File: config.mk
export PLATFORM = sky130hd
export DESIGN_NAME = stp_ram
export DESIGN_NICKNAME = d
export VERILOG_FILES = /design/src/rtl/stp_ram.sv
export SDC_FILE = /design/constraint.sdc
export NUM_CORES = 1
export LEC_CHECK = 0
export ABC_AREA = 1
export BUFFER_PORTS_ARGS = -buffer_cell sky130_fd_sc_hd__buf_2
export CAP_MARGIN = 20
export CELL_PAD_IN_SITES_DETAIL_PLACEMENT = 1
export CELL_PAD_IN_SITES_GLOBAL_PLACEMENT = 1
export CORE_MARGIN = 4
export CORE_UTILIZATION = 49
export CTS_CLUSTER_SIZE = 25
export DETAILED_ROUTE_END_ITERATION = 8
export GPL_ROUTABILITY_DRIVEN = 0
export GPL_TIMING_DRIVEN = 0
export PLACE_DENSITY = 0.86
export RECOVER_POWER = 100
export SYNTH_ARGS = -nofsm -noshare
export SYNTH_HDL_FRONTEND = slang
export SYNTH_SLANG_ARGS = --single-unit
File: constraint.sdc
create_clock -name clk -period 1.4 [get_ports clk]
set_input_delay 0.14 -clock clk [delete_from_list [all_inputs] [get_ports clk]]
set_output_delay 0.14 -clock clk [all_outputs]
set_load 0.01 [all_outputs]
File: src/rtl/stp_ram.sv
// ----------------------------------------------------------------------------
// stp_ram
// Generic single-write, single-read RAM with registered read data.
// ----------------------------------------------------------------------------
module stp_ram #(
	parameter int WIDTH = 8,
	parameter int DEPTH = 16,
	localparam int AW = (DEPTH > 1) ? $clog2(DEPTH) : 1
) (
	input  logic             clk,
	input  logic             wr_en,
	input  logic [AW-1:0]    wr_addr,
	input  logic [WIDTH-1:0] wr_data,
	input  logic [AW-1:0]    rd_addr,
	output logic [WIDTH-1:0] rd_data
);

	logic [WIDTH-1:0] mem_q [DEPTH];
	logic [WIDTH-1:0] rd_data_q;

	always_ff @(posedge clk) begin
		if (wr_en) begin
			mem_q[wr_addr] <= wr_data;
		end
		rd_data_q <= mem_q[rd_addr];
	end

	assign rd_data = rd_data_q;

endmodule

==> results of run 1 <==
## stage by stage
| stage | TNS (ns) | worst slack [ns] | hold slack (ns) | std cells |
|---|---|---|---|---|
| 2_1_floorplan | 0 | 0.309 | 0.239 | 551 |
| 3_3_place_gp | -12.72 | -0.206 | 0.537 | 716 |
| 3_5_place_dp | -18.72 | -0.228 | 0.536 | 716 |
| 4_1_cts | 0 | 0.119 | 0.153 | 748 |
| 5_1_grt | 0 | 0.0362 | 0.216 | 748 |
| 6_report | 0 | 0.0903 | 0.162 | 748 |
## final timing paths
kind                            cells past startpoint                    from               endpoint  slack (ns)
worst max-delay path                                3              wr_addr[2]  mem_q[9][5]$_DFFE_PP_        0.09
worst min-delay path                                4              rd_addr[2]     rd_data[1]$_DFF_P_        0.16
worst max register to register                      6  mem_q[14][3]$_DFFE_PP_     rd_data[3]$_DFF_P_        0.27
worst min register to register                      6  mem_q[10][2]$_DFFE_PP_     rd_data[2]$_DFF_P_        0.73
## worst max-delay path, delay by kind of cell
| kind | cells | cell delay (ns) |
|---|---|---|
| buf+inv | 1 | 0.11 |
| simple gates | 2 | 1.09 |
## cell type report
class	count	share of cell area [%]
flip-flops and latches	136	59.9
plain buffers	24	2.49
inverters	102	5.72
clock inverters	15	3.46
well taps	143	2.68
multi-input cells	289	18.1
repair buffers	22	1.27
clock buffers	17	6.36
## state kept, by name, summed over array words and instances (netlist names)
signal and cells:
mem_q 128, rd_data 8
## routing by layer
layer | share of wire, % | vias to the layer above | track usage (%) | routed length (µm)
li1 | - | 1855 | - | -
met3 | 8.5 | 46 | 6.06 | 1470
met4 | 3.4 | 0 | 12.8 | 590
met1 | 39 | 2108 | 34.9 | 6660
met2 | 49 | 246 | 44.0 | 8480
met5 | 0 | - | 0 | 0
## cells in the mapped netlist
cell type    n
buf_4        4
buf_2       13
nand3b_1     2
dfxtp_1      8
nor2_1      17
nand2_1    173
buf_6        6
nand3_1     97
buf_1        1
inv_2        2
inv_1      100
edfxtp_1   128
## cell families (layout without fill, tap and decap cells)
group | Yosys count | in the layout | share of synthesized area [%]
buffers and inverters | 126 | 180 | 9.52
DFF | 136 | 136 | 69.4
and+or+nand+nor | 289 | 289 | 21.0
## power by group through the flow
stage,clock network [mW],registers (mW),logic (mW)
after floorplan,0,4.67,0.321
after detailed placement,0,4.66,0.614
after global placement,0,4.66,0.581
after global routing,5.24,4.59,0.686
final,5.02,4.58,0.639
after CTS,5.02,4.58,0.640
==> run metrics, run 1 <==
DRC violations left 0; GRT Resource Usage Total 27.1%; vias in the first global route 4,460; status finished, final reports clean; Via density 5.69; initial core utilization 50.3%; min Tclk post-route 1.31 ns; number of synthesized register bits roughly 140; Routed WL 17,200 µm; WS Path Type in -> reg; # IOs 26; CP max FO 8; DRT antenna net count 0; Design Area, Final ~6700 µm²; share of cells above drive strength 1 slightly above 9%; P_leak 2.87 nW; clock-pin slew on the worst setup and hold paths around 0.060 ns; most common cell after layout, fill and taps aside nand2_1; Die Wd 116 µm; routed len/inst 23.0 µm; postcts setup bufs 0; Core ar. 11,500 µm²; Max Clk Rate 764 MHz; P&R area growth vs syn 16.0%; Pins Over Slew Limit 0; cell count after synthesis 551; Setup Skew 0.00883 ns; TritonCTS clock tree built; Detailed Routing Iterations Pass 1 7; ranking of synthesized cells by area edfxtp_1, nand2_1, nand3_1; Sw Share 21.5%; DP HPWL 10,600 µm; Critical Path RT between 1 and 1.5 ns; Final Hold Fails 0; Slew headroom 33.9%; # fillers roughly 1,200; first-pass GRT wire length 26,100 µm; CP Cell Sequence clkbuf_1 > nand3b_1 > nor2_1; Util after Layout 58.3%; HP Class in -> reg; Synth top area share between 60% and 70%; Hold Buf Count CTS 0; Placed Area 6060 µm²; combinational share of power 6.2%; die area 13,600 µm²; # H-tree levels 4; IR drop worst, VDD approximately 0.00090 V; yosys warns 0; Power Density 1530 nW/µm²; # clock sinks 136; Worst Max-Slew Pin Slew 0.991 ns; Largest stage delay, worst path 0.80 ns; DRT iter0 DRCs 395; total power after layout 10.2 mW; Final nets 610; Root Buffer clkbuf_16; final setup fails 0; crit end category flop; startpoint class of the critical path input port; RSZ-0062 raised after global routing false; max cap viols 0; Max Buffers Root-to-Sink 2; synth unique cells 12; Register Area 4000 µm²; sequential share of power about 45%; DIE HEIGHT 116 µm; largest net degree at the start of global routing 17; sequential area share after synthesis between 60% and 70%; Worst EP arrival 1.34 ns; most frequent cells in the layout nand2_1, edfxtp_1, inv_1, nand3_1, clkbuf_1; Synthesized Nets 569; post-synth top area cell edfxtp_1; CTS buffer count 17; ANT cells 0; global route overflow 0; switching power total ~2.2 mW; Tcrit/Tclk final 93.5%; synthesized area per cell approximately 10 µm²; Critical-path top delay cell nor2_1; Syn Std Cell Area 5770 µm²; Resized Gates After CTS 0; internal power roughly 8 mW; clock share of power 49.0%; Port Buffers 22; total number of vias 4,255; Clock Latency Late Sink about 0.42 ns; initial antenna violation count 0; combined area of the multi-input logic cells 1210 µm²; row cnt 39
No activity file was read; power rests on OpenSTA's default activity.
==> run 2, diff against run 1 <==
--- a/config.mk
+++ b/config.mk
@@ -16,7 +16,7 @@
 export DETAILED_ROUTE_END_ITERATION = 8
 export GPL_ROUTABILITY_DRIVEN = 0
 export GPL_TIMING_DRIVEN = 0
-export PLACE_DENSITY = 0.86
+export PLACE_DENSITY = 0.89
 export RECOVER_POWER = 100
 export SYNTH_ARGS = -nofsm -noshare
 export SYNTH_HDL_FRONTEND = slang
==> run 2 against run 1 <==
  * Hold slack got worse by 0.0039 ns
  * Critical endpoint is now mem_q[4][3]$_DFFE_PP_
  * Fmax decreased by 1.8%
  * Register-to-register slack got worse by 0.02 ns
  * First-iteration DRC count increased by 29%
  * Largest cell class unchanged
  * Highest routed layer unchanged
  * Clock power decreased by 1%
  * Sequential power about the same
  * Clock skew increased by 0.0028 ns
  * Critical path depth unchanged
  * Sequential share of layout area about the same
  * Flip-flop and latch count unchanged
==> run metrics, run 2 (synthesis results as in run 1) <==
Port Buffers 22 (unchanged); Design Area, Final 6680 µm² (was 6690 µm²); status finished, final reports clean (unchanged); RSZ-0062 raised after global routing false (unchanged); GRT Resource Usage Total 29.0% (was 27.1%); Final Hold Fails 0 (unchanged); Placed Area 6060 µm² (unchanged); Final nets 610 (unchanged); met3 Use GR 9.12% (was 6.06%); global-route track usage on met1 34.2% (was 34.9%); postcts setup bufs 0 (unchanged); Slew headroom 27.6% (was 33.9%); Power Density 1520 nW/µm² (was 1530 nW/µm²); startpoint class of the critical path input port (unchanged); WS Path Type in -> reg (unchanged); initial core utilization 50.3% (unchanged); # H-tree levels 4 (unchanged); # fillers 1,229 (was 1,227); Routed WL 18,500 µm (was 17,200 µm); min Tclk post-route 1.33 ns (was 1.31 ns); Largest Register mem_q (unchanged); max reg flops 128 (unchanged); crit end category flop (unchanged); Hold Buf Count CTS 0 (unchanged); CTS buffer count 17 (unchanged); Clock Latency Late Sink 0.43 ns (was 0.42 ns); Core ar. 11,500 µm² (unchanged); TritonCTS clock tree built (unchanged); P&R area growth vs syn 15.9% (was 16.0%); DP HPWL 11,100 µm (was 10,600 µm); DRC violations left 0 (unchanged); Setup Skew 0.0117 ns (was 0.00883 ns); first-pass GRT wire length 27,500 µm (was 26,100 µm); routed len/inst 24.7 µm (was 23.0 µm); largest net degree at the start of global routing 17 (unchanged); die area 13,600 µm² (unchanged); Worst EP arrival 1.38 ns (was 1.34 ns); Critical Path RT 1.44 ns (was 1.43 ns); final setup fails 0 (unchanged); DIE HEIGHT 116 µm (unchanged); DRT iter0 DRCs 509 (was 395); most common cell after layout, fill and taps aside nand2_1 (unchanged); Root Buffer clkbuf_16 (unchanged); row cnt 39 (unchanged); # clock sinks 136 (unchanged); HP Class in -> reg (unchanged); total power after layout 10.2 mW (about the same); Top Usage Layer GRT met2 (unchanged); met2 usage 46.6% (was 44.0%); combined area of the multi-input logic cells 1210 µm² (unchanged); Worst Max-Slew Pin Slew 1.08 ns (was 0.991 ns); DRT antenna net count 0 (unchanged); vias in the first global route 4,687 (was 4,460); most frequent cells in the layout nand2_1, edfxtp_1, inv_1, nand3_1, clkbuf_1 (unchanged); CP max FO 8 (unchanged); ANT cells 0 (unchanged); P_leak 2.88 nW (was 2.87 nW); Die Wd 116 µm (unchanged); clock-pin slew on the worst setup and hold paths 0.06 ns (about the same); IR drop worst, VDD 0.00103 V (was 0.000899 V); Max Buffers Root-to-Sink 2 (unchanged); max cap viols 0 (unchanged); # IOs 26 (unchanged); Detailed Routing Iterations Pass 1 5 (was 7); global route overflow 0 (unchanged); share of cells above drive strength 1 10.1% (was 9.26%); total number of vias 4,420 (was 4,255); initial antenna violation count 0 (unchanged); Max Clk Rate 750 MHz (was 764 MHz); Via density 5.91 (was 5.69); Tcrit/Tclk final 95.2% (was 93.5%); Pins Over Slew Limit 0 (unchanged); Register Area 4000 µm² (unchanged); Resized Gates After CTS 0 (unchanged)
==> run 2: cell count changes in the layout (fill, tap and decap cells not counted) <==
cell / before / now
inv_6: 0 / 2
clkinv_4: 2 / 4
clkinv_1: 3 / 0
buf_2: 15 / 17
clkbuf_1: 20 / 18
bufinv_16: 6 / 5
==> run 2: metrics by stage <==
stage                     TNS [ns]  instances  hold WS (ns)  setup WS, ns  util, %
after global routing             0        748         0.164       0.00700     58.3
after detailed placement    -19.69        716         0.539        -0.298     52.8
after CTS                        0        748         0.125        0.0813     58.5
after global placement       -9.95        716         0.536        -0.192     52.8
final                            0        748         0.158        0.0667     58.3
after floorplan                  0        551         0.239         0.309        -
==> run 2: area by class of cell <==
cell class | count | share of cell area (%)
Buffer | 24 | 2.49
Clock buffer | 17 | 6.36
Clock inverter | 15 | 3.37
Inverter | 102 | 5.73
Multi-Input combinational cell | 289 | 18.2
Sequential cell | 136 | 59.9
Tap cell | 143 | 2.68
Timing Repair Buffer | 22 | 1.31
==> run 2: worst paths after layout <==
kind                          start               endpoint  cells after the start  slack, ns
min reg2reg   mem_q[6][0]$_DFFE_PP_     rd_data[0]$_DFF_P_                      6       0.73
max reg2reg  mem_q[15][3]$_DFFE_PP_     rd_data[3]$_DFF_P_                      6       0.25
min                      rd_addr[2]     rd_data[0]$_DFF_P_                      4       0.16
max                      wr_addr[3]  mem_q[4][3]$_DFFE_PP_                      3       0.07
==> run 2: where the power goes <==
group	total (mW)	internal, mW	switching, mW
logic	0.649	0.163	0.486
clock network	4.95	3.17	1.79
registers	4.59	4.56	0.0311
==> run 2: layer usage <==
layer,wire [µm],vias up
met4,956,0
met5,0,-
met3,2000,83
li1,-,1855
met2,8790,332
met1,6720,2150
==> run 2: worst max-delay path, cell delays in order <==
cell and delay (ns):
buf_2 0.11, nand3b_1 0.25, nor2_1 0.87
