[src/rtl/stp_pkg.sv]
// ----------------------------------------------------------------------------
// stp_pkg
// Shared types and constants for the system-call trampoline watcher.
// ----------------------------------------------------------------------------
package stp_pkg;

	localparam int PENDING_DEPTH_DEF = 4;
	localparam int PATCH_ENTRIES_DEF = 63;

	localparam int MAP_DEPTH   = 3072;
	localparam int MAP_AW      = 12;
	localparam int PATCH_DEPTH = 64;
	localparam int PATCH_AW    = 6;
	localparam int MAX_OUT     = 4;

	localparam logic [5:0] MAP_EMPTY = 6'h3f;
	localparam logic [5:0] IDX_MAX   = 6'd63;

	typedef enum logic [1:0] {
		OP_ADD  = 2'd0,
		OP_BASE = 2'd1,
		OP_JUMP = 2'd2,
		OP_TICK = 2'd3
	} op_t;

	typedef enum logic [2:0] {
		KIND_NONE   = 3'd0,
		KIND_HIT    = 3'd1,
		KIND_TAIL   = 3'd2,
		KIND_STORED = 3'd3,
		KIND_REJECT = 3'd4
	} kind_t;

	typedef enum logic [3:0] {
		ST_CLEAR,
		ST_IDLE,
		ST_DECODE,
		ST_MAP_WAIT,
		ST_PATCH_WAIT,
		ST_SCAN_RD,
		ST_SCAN_CMP,
		ST_MOVE,
		ST_PUT
	} state_t;

	typedef struct packed {
		kind_t       kind;
		logic        call_head;
		logic        tail_queued;
		logic        tail_dropped;
		logic        call_tail;
		logic        overwrote;
		logic [5:0]  patch_index;
		logic [31:0] patch_code;
		logic [1:0]  pending_slot;
	} res_t;

	// one pending tail entry
	typedef struct packed {
		logic [31:0] ret_addr;
		logic [31:0] stack;
		logic [5:0]  idx;
	} pend_t;

	// patch store word: {tail, head, code}
	localparam int PATCH_W = 34;
	localparam int PEND_W  = $bits(pend_t);

endpackage

[src/rtl/stp_match.sv]
// ----------------------------------------------------------------------------
// stp_match
// Shared compare unit: checks one pending entry against the current pc and sp.
// ----------------------------------------------------------------------------
module stp_match import stp_pkg::*; (
	input  pend_t       entry,
	input  logic [31:0] pc,
	input  logic [31:0] sp,
	output logic        hit
);

	logic ret_eq;
	logic sp_eq;

	assign ret_eq = (entry.ret_addr == pc);
	assign sp_eq  = (entry.stack == sp);
	assign hit    = ret_eq & sp_eq;

endmodule
[config.mk]
export PLATFORM = sky130hd
export DESIGN_NAME = stp_match
export DESIGN_NICKNAME = d
export VERILOG_FILES = /design/src/rtl/stp_pkg.sv /design/src/rtl/stp_match.sv
export SDC_FILE = /design/constraint.sdc
export NUM_CORES = 1
export LEC_CHECK = 0
export BUFFER_PORTS_ARGS = -buffer_cell sky130_fd_sc_hd__buf_2
export CORE_ASPECT_RATIO = 1.5
export CORE_MARGIN = 4
export CORE_UTILIZATION = 24
export DETAILED_ROUTE_END_ITERATION = 8
export GPL_TIMING_DRIVEN = 0
export PLACE_DENSITY = 0.85
export SETUP_SLACK_MARGIN = 0.1
export SLEW_MARGIN = 20
export SYNTH_ARGS = -nofsm -noshare
export SYNTH_HDL_FRONTEND = slang
export SYNTH_SLANG_ARGS = --single-unit
export TNS_END_PERCENT = 1
[constraint.sdc]
create_clock -name vclk -period 0.8
set_input_delay 0.04 -clock vclk [all_inputs]
set_output_delay 0.04 -clock vclk [all_outputs]
set_load 0.02 [all_outputs]
==> metrics.md, run 1 <==
| Metric | Value |
|---|---|
| Num ports | `approximately 140` |
| Hold Crit Class | `primary input to output port` |
| Clock buf count | `0` |
| Tot Pwr | `around 0.65 mW` |
| Row count | `23` |
| Sequential cell area fraction in the yosys report | `0` |
| Largest net degree at the start of global routing | `2` |
| Syn_nets | `between 200 and 250` |
| WS Path Type | `primary input to output port` |
| Violated checks | `negative setup slack` |
| Register area | `0 sq um` |
| Fin. max-slew vios | `0` |
| WP data arrival | `around 1.3 ns` |
| Slew HR | `0.799` |
| Post-synth cell types | `4` |
| Core Footprint | `between 0.002 and 0.003 sq mm` |
| Max VDD drop | `approximately 0.26 mV` |
| Status | `finished with violations` |
| Total power per unit cell area | `443 mW/mm^2` |
| RSZ-0062 raised after global routing | `true` |
| Final GP Congestion | `roughly 0.74` |
| # DRC | `0` |
| Initial antenna violation count | `0` |
| Initial drt markers | `2` |
| Post-synthesis instance total | `85` |
| Fin crit period | `1.33 ns` |
| Tightest Pin Transition | `around 0.30 ns` |
| First drt pass iteration count | `2` |
| Remaining antenna violation count after routing | `0` |
| Critical Path RT | `0.76 ns` |
| Worst setup SP type | `primary input` |
| Final setup violation count | `1` |
| Grt ovf | `0` |
| Via density | `~4.3` |
| Synth Cell Area | `~700 sq um` |
| Gr usage total | `0.129` |
| HPWL Detailed | `between 2000 and 3000 um` |
| Yosys Warn Count | `0` |
| Initial Utilization | `0.255` |
| Number of global-route vias before repair | `1,071` |
| Place WS | `-0.576 ns` |
| Max-capacitance violation count | `0` |
| NumNets Final | `between 300 and 400` |
| Hold Vio Cnt, Final | `0` |
| Via count | `~1.1k` |
| Area Growth Syn to Fin | `111%` |
| Buffers on Ports | `around 130` |
| Die extent in y | `~74 um` |
| WL/cell | `11.5 um` |
| Leakage | `between 0.8 and 0.9 nW` |
| Fraction of layout cells with a size suffix above 1 | `0.631` |
| Fmax | `between 0.7 and 0.8 GHz` |
| Setup TNS | `-0.526 ns` |
| Routed WL | `around 2900 um` |
| Setup ws final | `-0.526 ns` |
| CP Max Fanout | `1` |
| Seq cells | `0` |
| Worst Setup End Kind | `output port` |
| Final period utilization | `1.66` |
| Fin Hold WS | `a little under 0.7 ns` |
| Die Area | `roughly 0.0039 sq mm` |
| Die W | `about 52 um` |
| Average cell area after synthesis | `8.21 sq um` |
| Final core utilization | `0.539` |
| Antenna cell count | `0` |
| First-pass GRT wire length | `~4000 um` |
critical path, cell delays in order:
cell,delay (ns)
buf_2,0.10
xor2_1,0.15
nor4_1,0.31
nand4_1,0.20
nor4_4,0.29
buf_4,0.18
cell usage after synthesis:
cell type  count  area (sq um)
nand4_1        4          25.0
xor2_1        64           561
nor4_1        16           100
nor4_2         1          12.5
path summary, 6_finish.rpt:
kind,start,endpoint,slack (ns),depth (start not counted)
hold / removal,pc[21],hit,0.67,6
setup / recovery,sp[0],hit,-0.53,6
power breakdown:
part	switching [mW]	internal [mW]	leakage (nW)	total [mW]
combinational	0.261	0.391	0.825	0.652
sequential	0	0	0	0
clock	0	0	0	0
total	0.261	0.391	0.825	0.652
per-layer routing:
metal / routed length (um) / vias up / track usage / part of all wire
met3: 431 / 0 / 0.0321 / 0.15
met4: 0 / 0 / 0 / 0
met2: 1560 / 83 / 0.281 / 0.54
li1: - / 553 / - / -
met1: 891 / 453 / 0.120 / 0.31
met5: 0 / - / 0 / 0
through the flow:
stage | cells | area (sq um)
final | 251 | 1470
after global routing | 251 | 1470
after CTS | 251 | 1410
after detailed placement | 251 | 1400
after global placement | 251 | 1400
after floorplan | 85 | 707
layout make-up:
cell class | count | area (sq um)
fillers | 254 | 1260
multi-input cells | 85 | 741
well taps | 37 | 46.3
repair buffers | 129 | 686
cell families after synthesis:
| family | count (synthesis) | synth area share |
|---|---|---|
| XOR/XNOR | 64 | 0.803 |
| AND/OR/NAND/NOR | 21 | 0.197 |
repair_timing:
item | 4_1_cts | 5_1_grt
pin swaps | 4 | 15
gates resized for setup | 2 | 10
gates cloned | 0 | 0
buffers inserted | 0 | 0
hold endpoints to repair | 0 | 0
setup endpoints to repair | 1 | 1
hold buffers | 0 | 0
placed cells by master, fill, tap and decap left out:
cell	instances
nand4_1	4
xor2_1	62
xor2_2	2
buf_6	6
buf_2	122
nor4_1	13
buf_4	1
nor4_4	1
nor4_2	3
No activity file was read; power rests on OpenSTA's default activity.
==> run 2: changes to the inputs <==
- CORE_MARGIN: 4 -> 5
- CORE_UTILIZATION: 24 -> 27
- PLACE_DENSITY: 0.85 -> 0.9
- clock period: 0.8 -> 1.46 ns (I/O delays scaled with it)
==> metrics.md, run 2 (synthesized netlist as in run 1, its figures left out) <==
| Metric | Value |
|---|---|
| Status | `complete, no violations` |
| Initial drt markers | `5 (+3)` |
| WL/cell | `13.6 um (+19%)` |
| CP bufs+invs | `2 (unchanged)` |
| Fin Hold WS | `0.710 ns (+0.0359 ns)` |
| Fmax | `between 0.7 and 0.8 GHz` |
| WS Path Type | `primary input to output port` |
| CP Max Fanout | `1 (unchanged)` |
| Area Growth Syn to Fin | `105%` |
| Die W | `51.5 um (-1.0%)` |
| Core Footprint | `0.00248 sq mm (-9.4%)` |
| First-pass GRT wire length | `4560 um (+14%)` |
| Max VDD drop | `0.135 mV (-47%)` |
| Num ports | `135 (unchanged)` |
| First drt pass iteration count | `2 (unchanged)` |
| Top cell by count, worst path | `nor4_2` |
| Grt ovf | `0 (unchanged)` |
| Max-capacitance violation count | `0 (unchanged)` |
| Hold Vio Cnt, Final | `0 (unchanged)` |
| Routed WL | `3240 um (+13%)` |
| Total setup buffers inserted after CTS | `0 (unchanged)` |
| Die extent in y | `72.3 um (-2.4%)` |
| Row count | `22 (-4.3%)` |
| Total power per unit cell area | `252 mW/mm^2 (-43%)` |
| Place WS | `0.0298 ns (+0.606 ns)` |
| RSZ-0062 raised after global routing | `true` |
| Worst setup SP type | `primary input` |
| Final GP Congestion | `0.736 (-0.63%)` |
| Setup ws final | `0.142 ns (+0.667 ns)` |
| HPWL Detailed | `3000 um (+10%)` |
| # DRC | `0 (unchanged)` |
| Fin. max-slew vios | `0 (unchanged)` |
| Via density | `4.73 (+8.9%)` |
| Tightest Pin Transition | `0.266 ns (-0.0328 ns)` |
| Hold Crit Class | `primary input to output port` |
| Via count | `1,125 (+3.3%)` |
| Leakage | `0.802 nW (-2.8%)` |
| Fraction of layout cells with a size suffix above 1 | `0.631 (unchanged)` |
| Seq cells | `0 (unchanged)` |
| Top delay family on crit path | `simple AND/OR/NAND/NOR gates` |
| CP cell instances | `buf_2 -> xor2_1 -> nor4_2 -> nand4_1 -> nor4_2 -> buf_4` |
| Antenna cell count | `0 (unchanged)` |
| Largest net degree at the start of global routing | `2 (unchanged)` |
| Fillers | `238 (-6.3%)` |
| Max incr delay on CP | `0.29 ns (-0.02 ns)` |
| Remaining antenna violation count after routing | `0 (unchanged)` |
| CTS Hold Bufs | `0 (unchanged)` |
| Most common cell after layout, fill and taps aside | `buf_2` |
| Final period utilization | `0.903` |
| Initial Utilization | `0.282 (+0.0264)` |
| Most frequent cells in the layout | `buf_2, xor2_1, nor4_1, nor4_2` |
| Fin crit period | `around 1.3 ns` |
| Worst Setup End Kind | `output port` |
| Number of global-route vias before repair | `1,208 (+13%)` |
| Setup TNS | `0 ns (+0.526 ns)` |
| Clock buf count | `0 (unchanged)` |
| NumNets Final | `350 (unchanged)` |
| Buffers on Ports | `129 (unchanged)` |
| Die Area | `0.00372 sq mm (-3.4%)` |
| WP data arrival | `1.25 ns (-0.04 ns)` |
| Slew HR | `0.821 (+0.0220)` |
| Register area | `0 sq um (unchanged)` |
| Initial antenna violation count | `0 (unchanged)` |
| Critical Path RT | `1.39 ns (+0.63 ns)` |
| Gr usage total | `0.153 (+0.0239)` |
| CP max stage cell | `nor4_2` |
| Final setup violation count | `0 (-1)` |
run 2: cell counts in the layout (fill, tap and decap cells not counted):
Identical to the previous run, type by type.
run 2: worst paths after layout:
check	from	endpoint	slack (ns)	cells past startpoint
setup / recovery	pc[25]	hit	0.14	6
hold / removal	sp[18]	hit	0.71	6
run 2: final cells by class:
class	instances	area, sq um	area share
repair buffers	129	673	0.470
multi-input cells	85	729	0.509
well taps	24	30.0	0.0210
run 2: report_power, final:
part	internal, mW	total [mW]	switching, mW
clock network	0	0	0
registers	0	0	0
logic	0.211	0.360	0.150
total	0.211	0.360	0.150
run 2: what timing repair did:
action                     in CTS  in global routing
gates cloned                    0                  0
pin swaps                       3                 11
gates resized for setup         2                  8
setup endpoints to repair       1                  1
run 2: per-layer routing:
layer / up-vias / GRT usage / wire length [um]
met2: 81 / 0.347 / 1900
met4: 0 / 0.00583 / 9
met5: - / 0 / 0
met1: 487 / 0.128 / 868
li1: 555 / - / -
met3: 2 / 0.0349 / 462
run 2: per-stage QoR:
stage	utilization	total power [mW]	cell area, sq um	std cells
2_1_floorplan	-	0.124	698	85
3_3_place_gp	0.555	0.329	1370	238
3_5_place_dp	0.555	0.341	1370	238
4_1_cts	0.558	0.346	1380	238
5_1_grt	0.578	0.397	1430	238
6_report	0.578	0.360	1430	238
==> run 3: changes to the inputs <==
--- a/config.mk
+++ b/config.mk
@@ -11,4 +11,5 @@
 export CORE_UTILIZATION = 27
 export DETAILED_ROUTE_END_ITERATION = 8
+export GPL_ROUTABILITY_DRIVEN = 1
 export GPL_TIMING_DRIVEN = 0
 export PLACE_DENSITY = 0.9
==> constraint.sdc (replaced) <==
create_clock -name vclk -period 1.28
set_input_delay 0.256 -clock vclk [all_inputs]
set_output_delay 0.256 -clock vclk [all_outputs]
set_load 0.02 [all_outputs]
==> metrics.md, run 3 (synthesized netlist as in run 1, its figures left out) <==
| Metric | Value |
|---|---|
| Setup TNS | `-0.519 ns (-0.519 ns)` |
| Critical Path RT | `1.02 ns (-0.37 ns)` |
| Seq cells | `0 (unchanged)` |
| Initial antenna violation count | `0 (unchanged)` |
| RSZ-0062 raised after global routing | `true` |
| Slew HR | `0.782 (-0.0395)` |
| Routed WL | `3010 um (-7.0%)` |
| Final setup violation count | `1 (+1)` |
| HPWL Detailed | `2830 um (-5.7%)` |
| Register area | `0 sq um (unchanged)` |
| Hold Vio Cnt, Final | `0 (unchanged)` |
| Initial Utilization | `0.282 (unchanged)` |
| Core Footprint | `0.00248 sq mm (unchanged)` |
| Gr usage total | `0.146 (-0.00705)` |
| Die W | `51.5 um (unchanged)` |
| Buffers on Ports | `129 (unchanged)` |
| Grt ovf | `0 (unchanged)` |
| CTS Hold Bufs | `0 (unchanged)` |
| Worst setup SP type | `primary input` |
| Max VDD drop | `0.158 mV (+17%)` |
| Fraction of layout cells with a size suffix above 1 | `0.626 (-0.00467)` |
| First-pass GRT wire length | `4440 um (-2.6%)` |
| Fillers | `236 (-0.84%)` |
| Via density | `4.58 (-3.0%)` |
| Remaining antenna violation count after routing | `0 (unchanged)` |
| CP Max Fanout | `1 (unchanged)` |
| Leakage | `0.816 nW (+1.8%)` |
| Hold Crit Class | `primary input to output port` |
| Fin crit period | `1.80 ns` |
| Status | `finished with violations` |
| Worst Setup End Kind | `output port` |
| Number of global-route vias before repair | `1,160 (-4.0%)` |
| Tightest Pin Transition | `0.324 ns (+0.0588 ns)` |
| # DRC | `0 (unchanged)` |
| Violated checks | `negative setup slack` |
| WP data arrival | `1.54 ns (+0.29 ns)` |
| Final GP Congestion | `0.746 (+1.4%)` |
| Fin. max-slew vios | `0 (unchanged)` |
| Area Growth Syn to Fin | `105%` |
| Clock buf count | `0 (unchanged)` |
| Hold path startpoint | `pc[30]` |
| Row count | `22 (unchanged)` |
| Most frequent cells in the layout | `buf_2, xor2_1, nor4_1, nor4_2, nand4_1` |
| Via count | `1,091 (-3.0%)` |
| Antenna cell count | `0 (unchanged)` |
| Max-capacitance violation count | `0 (unchanged)` |
| Die extent in y | `72.3 um (unchanged)` |
| CP cell instances | `buf_6 -> xor2_1 -> nor4_1 -> nand4_1 -> nor4_4 -> buf_4` |
| CP bufs+invs | `2 (unchanged)` |
| NumNets Final | `350 (unchanged)` |
| CP max stage cell | `nor4_1` |
| Max incr delay on CP | `0.35 ns (+0.06 ns)` |
| WL/cell | `12.7 um (-7.0%)` |
| Tot Pwr | `0.402 mW (+12%)` |
| First drt pass iteration count | `3 (+1)` |
| Final period utilization | `1.41` |
| Initial drt markers | `3 (-2)` |
| Die Area | `0.00372 sq mm (unchanged)` |
| Total power per unit cell area | `281 mW/mm^2 (+12%)` |
| WS Path Type | `primary input to output port` |
| Most common cell after layout, fill and taps aside | `buf_2` |
| Largest net degree at the start of global routing | `2 (unchanged)` |
| Top delay family on crit path | `simple AND/OR/NAND/NOR gates` |
| Fmax | `0.556 GHz` |
| Setup ws final | `-0.519 ns (-0.661 ns)` |
| Num ports | `135 (unchanged)` |
| WHS Endpoint | `hit` |
| Hold path depth | `6 (unchanged)` |
==> run 3: cell counts in the layout (fill, tap and decap cells not counted) <==
Identical to the previous run, type by type.
==> run 3: area by class of cell <==
type	instances	area [sq um]	area share
multi-input combinational	85	732	0.512
tap	24	30.0	0.0210
timing repair buffer	129	667	0.467
==> run 3: worst max-delay path by stage <==
| stage | cells after the start | to | slack (ns) | start |
|---|---|---|---|---|
| after detailed placement | 6 | hit | -0.55 | pc[28] |
| after global routing | 6 | hit | -0.63 | entry[48] |
| final | 6 | hit | -0.52 | entry[48] |
| after global placement | 6 | hit | -0.52 | pc[28] |
| after floorplan | 4 | hit | -0.22 | pc[28] |
| after CTS | 6 | hit | -0.47 | entry[23] |
==> run 3: through the flow <==
step	std cells	instance area [sq um]	hold slack (ns)	utilization	setup slack (ns)
finish	238	1430	1.09	0.577	-0.519
CTS	238	1410	1.11	0.569	-0.469
detailed placement	238	1380	1.10	0.558	-0.550
global route	238	1430	1.14	0.577	-0.628
floorplan	85	707	0.836	-	-0.221
global placement	238	1380	1.09	0.558	-0.518
==> run 3: layer usage <==
layer	up-vias	routed length, um	track usage
met2	83	1670	0.309
met3	2	473	0.0390
met1	451	859	0.137
met5	-	0	0
met4	0	14	0.00875
li1	555	-	-
==> run 3: repair_timing <==
action                                  CTS  global route
buffers inserted                          0             0
gates resized for setup                   5             3
pin swaps                                 8             6
endpoints found under the setup margin    1             1
==> run 3: power breakdown <==
| group | internal [mW] | switching (mW) |
|---|---|---|
| clock | 0 | 0 |
| sequential | 0 | 0 |
| combinational | 0.238 | 0.164 |
